==> config.mk <==
export PLATFORM = sky130hd
export DESIGN_NAME = jbuf_ctrl
export DESIGN_NICKNAME = d
export VERILOG_FILES = /design/src/rtl/jbuf_pkg.sv /design/src/rtl/jbuf_ctrl.sv
export SDC_FILE = /design/constraint.sdc
export NUM_CORES = 1
export LEC_CHECK = 0
export BUFFER_PORTS_ARGS = -buffer_cell sky130_fd_sc_hd__buf_2
export CORE_AREA = 3 3 40 42
export DETAILED_ROUTE_END_ITERATION = 8
export DIE_AREA = 0 0 43 45
export GPL_ROUTABILITY_DRIVEN = 1
export PLACE_DENSITY = 0.43
export SKIP_LAST_GASP = 1
export SYNTH_ARGS = -nofsm -noshare
export SYNTH_HDL_FRONTEND = slang
export SYNTH_SLANG_ARGS = --single-unit
==> constraint.sdc <==
create_clock -name clk_i -period 1 [get_ports clk_i]
set_input_delay 0.05 -clock clk_i [delete_from_list [all_inputs] [get_ports clk_i]]
set_output_delay 0.05 -clock clk_i [all_outputs]
set_load 0.02 [all_outputs]
==> src/rtl/jbuf_pkg.sv <==
// Package with the shared types and constants of the audio playback jitter buffer.
`default_nettype none

package jbuf_pkg;

  localparam int unsigned SMP_W  = 16;
  localparam int unsigned THR_W  = 15;
  localparam int unsigned FILL_W = 15;

  localparam logic [THR_W-1:0] THR_RESET = 15'd9600;

  typedef enum logic {
    MODE_BUFFERING,
    MODE_PLAYING
  } mode_e;

  typedef struct packed {
    logic push;
    logic pop;
    logic load;
    logic buffering;
  } ctrl_cmd_t;

  typedef struct packed {
    logic empty;
    logic full;
    logic at_prefill;
  } dp_status_t;

endpackage

`default_nettype wire

==> src/rtl/jbuf_ctrl.sv <==
// Controller: playback mode state machine, input handshake and output beat valid.
`default_nettype none

module jbuf_ctrl (
  input  wire logic                 clk_i,
  input  wire logic                 rst_ni,
  input  wire logic                 in_valid_i,
  output logic                      in_ready_o,
  input  wire logic                 req_type_i,
  input  wire logic                 period_start_i,
  output logic                      out_valid_o,
  input  wire logic                 out_ready_i,
  input  wire jbuf_pkg::dp_status_t status_i,
  output jbuf_pkg::ctrl_cmd_t       cmd_o
);
  import jbuf_pkg::*;

  mode_e mode_q, mode_d;
  logic  out_valid_q, out_valid_d;
  logic  accept;
  logic  is_read;

  always_ff @(posedge clk_i or negedge rst_ni) begin
    if (!rst_ni) begin
      mode_q      <= MODE_BUFFERING;
      out_valid_q <= 1'b0;
    end else begin
      mode_q      <= mode_d;
      out_valid_q <= out_valid_d;
    end
  end

  always_comb begin
    in_ready_o  = !out_valid_q || out_ready_i;
    accept      = in_valid_i && in_ready_o;
    is_read     = accept && req_type_i;
    mode_d      = mode_q;
    if (is_read && period_start_i) begin
      case (mode_q)
        MODE_BUFFERING: begin
          if (status_i.at_prefill) mode_d = MODE_PLAYING;
        end
        MODE_PLAYING: begin
          if (status_i.empty) mode_d = MODE_BUFFERING;
        end
        default: mode_d = MODE_BUFFERING;
      endcase
    end
    cmd_o.push      = accept && !req_type_i && !status_i.full;
    cmd_o.pop       = is_read && (mode_d == MODE_PLAYING) && !status_i.empty;
    cmd_o.load      = is_read;
    cmd_o.buffering = (mode_d == MODE_BUFFERING);
    out_valid_d     = is_read || (out_valid_q && !out_ready_i);
  end

  assign out_valid_o = out_valid_q;

endmodule

`default_nettype wire

Word-level counts from Yosys, hierarchy flattened
Index checks and enable logic that the tools add are counted.
W data, S select, Z words.
{"block": "op_classes", "addsub": 0, "mul": 0, "div_mod_pow": 0, "order_cmp": 0, "n_eq_ne": 0, "shifts": 0, "n_mux": 4, "n_bitwise": 2, "reduce_logical": 15}
{"operator": "$logic_and A1 B1 Y1", "count": 8}
{"operator": "$logic_not A1 Y1", "count": 5}
{"operator": "$mux W1", "count": 3}
{"operator": "$logic_or A1 B1 Y1", "count": 2}
{"operator": "$not A1 Y1", "count": 2}
{"operator": "$pmux W1 S2", "count": 1}
{"block": "totals", "regBits": 2, "latchBits": 0, "ram_bits": 0, "romBits": 0, "inputBits": 9, "out_inout_bits": 6, "wordCells": 23, "memories": 0}

Depth between registers and ports, before layout
{"block": "logic_depth", "depth_word": 8, "depth_mapped": 4, "mapped_depth_nobuf": 3}

Worst setup path before layout
No wires, ideal clock.
{"block": "synth_timing", "path_type": "reg2out", "start": "reg out_valid_q (netlist: out_valid_o)", "end": "out cmd_o[2] in the netlist's numbering", "t_arrival_ns": 1.262, "t_required_ns": 0.950, "setup_slack_ns": -0.312, "path_stages_with_launch": 4, "path_buffers": 0, "cell_sequence": "dfrtp_1 nand2b_4 nand3_1 nor3_1"}
{"element": "from (decl)", "line_no": "jbuf_ctrl.sv:19", "source": "logic out_valid_q, out_valid_d;"}
{"element": "from (signal assigned)", "line_no": "jbuf_ctrl.sv:29", "source": "out_valid_q <= out_valid_d;"}
{"element": "to (decl)", "line_no": "jbuf_ctrl.sv:14", "source": "output jbuf_pkg::ctrl_cmd_t cmd_o"}

==> flow_summary.ini <==
[outcome]
outcome = complete, but fails checks
violations = setup timing

[die]
io_pins = 15
coreArea_sq_um = 1280
die_height_um = 45
fp-row-count = 13
chipWidth_um = 43
start_util_pct = 11.1
dieArea_sq_um = 1940

[timing]
setup_violations = 6
finalCritPeriodShare_pct = 124
final_hold_viol_count = 0
whs_ns = 0.127
finalWorstSetupSlack_ns = -0.235
clock.fmax_mhz = 810
worstMarginPinSlew_ns = 0.233
maxSlewViolCount = 0
skew_ns = 0.00550
rsz0062_at_grt = yes
period_needed_ns = 1.24
slew_headroom_pct = 84.4

[synthesis]
ys_warn_count = 0
synth_fa_ha_area_share_pct = 0
synth_commonest_cells = nand2_1 (4), dfrtp_1 (2), nand3_1 (2), nor3_1 (2)
yosysSeqAreaShare_pct = 35.1
synthArstFlopShare_pct = 100
synth_top_family_by_area = simple AND/OR/NAND/NOR gates
synthMuxAreaShare_pct = 0
ys_types = 11
netlist_area_sq_um = 143
synth-compound-area-share_pct = 14.0
synth_area_leaders = dfrtp_1 (35%), nand2_1 (11%), nand2b_4 (9.6%)
synth_simple_gate_area_share_pct = 43.0
synth_nets = 26
synth_top_area_share_pct = 35.1
synthXorXnorAreaFrac_pct = 0
netlist.top_cell.by_area = dfrtp_1
synth_seq_cells = 2
synth_edf_count = 0
syn_area_per_cell_sq_um = 8.39
ys.flop_type = dfrtp_1
yosysMostFrequentCell = nand2_1
synthCells = 17

[worst_setup_path]
worstRegToRegCells = 4
reg2reg_to = mode_q
slowest_stage = dfrtp_2
cp-start-kind = flip-flop
cp-end-kind = output port
worst-setup-path-type = reg2out
slowest_delay_ns = 0.41
cp_data_arrival_time_ns = 1.19
r2r-start = out_valid_o
crit_fanout = 4
r2r_slack_ns = -0.02
cp.required_ns = 0.95
path_cells = nand2b_4 > nor3b_4 > o22ai_2 > buf_6

[routing]
ant_nets = 0
drt-total-wl_um = 491
viasPerCell = 3.75
drt_iter0_markers = 1
drc_errors = 0
num_vias = 206
routedWlPerCell_um = 8.93
first_pass_iters = 2

[layout]
nFillCells = 147
stdcell_count = 55
num-nets-final = 50
syn_to_final_growth_pct = 163
diodes = 0
drive_gt1_share_pct = 75.0

[grt]
grt_pass1_wl_um = 807
antenna_found_initial = 0
grt_util_all_layers_pct = 6.33
grt_pass1_vias = 225
gr-total-overflow = 0
grt_max_degree = 5

[pwr]
p_per_area_nw_per_um2 = 1440
ir_drop_mv = 0.313
p_leak_uw = 0.000182

[clock_network]
clock_sinks = 2
cts_tree = built
cts_max_level = 1
clock_latency_ns = 0.23
cts_root_buf = clkbuf_4
clock_path_buffers = 2
cts_inserted_buffers = 3
clk_pin_slew_ns = 0.04

[job]
maxCapViolations = 0

[placement]
post-dp-hpwl_um = 357
placedCellCount = 47
finalWeightedCongestion = 0.638
io_buffers = 14

[min_path]
hp-class = in2async
## placed cells by master (no fill, tap or decap)
master and n:
dfrtp_2 1, nor3_2 1, inv_2 1, o22a_1 1, nor3_4 1, buf_6 6, nand2b_4 1, nor3b_4 1
o22ai_2 1, a21oi_1 1, dfrtp_1 1, nand2_1 4, dlygate4sd3_1 1, buf_4 4, clkbuf_1 1, buf_2 9
clkbuf_4 3, nand3_4 1, nand3_1 1
## flip-flops by register name (all words and copies together), names as in the netlist
name	flops
mode_q	1
out_valid_o	1
## cell families (layout without fill, tap and decap cells)
family | Yosys count | in the layout
AND/OR/NAND/NOR | 10 | 10
buffers and inverters | 2 | 25
flip-flops | 2 | 2
AO/OA/AOI/OAI | 3 | 3
## cell type report
type | instances | area (sq um) | area share [%]
Timing Repair Buffer | 20 | 153 | 40.7
Multi-Input combinational cell | 13 | 123 | 32.7
Sequential cell | 2 | 51.3 | 13.7
Clock buffer | 4 | 26.3 | 7.00
Tap cell | 15 | 18.8 | 5.00
Inverter | 1 | 3.75 | 1.00
## worst max path at each step
| stage | start | end | depth (start not counted) | slack (ns) |
|---|---|---|---|---|
| after global placement | out_valid_o | cmd_o[0] | 4 | -0.02 |
| final | out_valid_o | cmd_o[0] | 4 | -0.24 |
| after CTS | out_valid_o | cmd_o[0] | 4 | -0.25 |
| after global routing | out_valid_o | cmd_o[0] | 4 | -0.31 |
| after floorplan | out_valid_o | cmd_o[2] | 3 | -0.03 |
| after detailed placement | out_valid_o | cmd_o[0] | 4 | -0.02 |
## worst max-delay path: cells and delay by family (launching register included)
family / cells / cell delay (ns)
flops: 1 / 0.41
simple gates: 2 / 0.31
buf+inv: 1 / 0.13
compound gates: 1 / 0.10
## where the power goes
group | switching [uW] | total (uW) | leakage, uW | internal (uW)
logic | 97.4 | 214 | 0.000145 | 116
registers | 18.0 | 117 | 0.0000222 | 98.7
clock network | 59.8 | 209 | 0.0000150 | 149
## layer usage
metal | track usage [%] | up-vias | share of wire [%]
met1 | 5.30 | 92 | 34
met4 | 10.8 | 0 | 2.6
met5 | 0 | - | 0
li1 | - | 105 | -
met2 | 8.68 | 7 | 57
met3 | 2.79 | 2 | 5.3
## through the flow
step / total power (uW) / utilization, % / TNS [ns] / area, sq um / setup WS [ns]
finish: 539 / 29.2 / -0.946 / 375 / -0.235
global route: 580 / 29.2 / -1.33 / 375 / -0.305
CTS: 540 / 27.8 / -0.893 / 357 / -0.252
detailed placement: 283 / 21.4 / -0.0175 / 275 / -0.0175
global placement: 285 / 21.4 / -0.0245 / 275 / -0.0234
floorplan: 222 / - / -0.0656 / 179 / -0.0289
## timing repair
action                     CTS  global route
setup endpoints to repair    5             5
resized for setup           12             1
hold buffers                 1             0
pin swaps                    1             1
setup buffers                1             2
hold endpoints to repair     2             0
No activity file was read; power rests on OpenSTA's default activity.
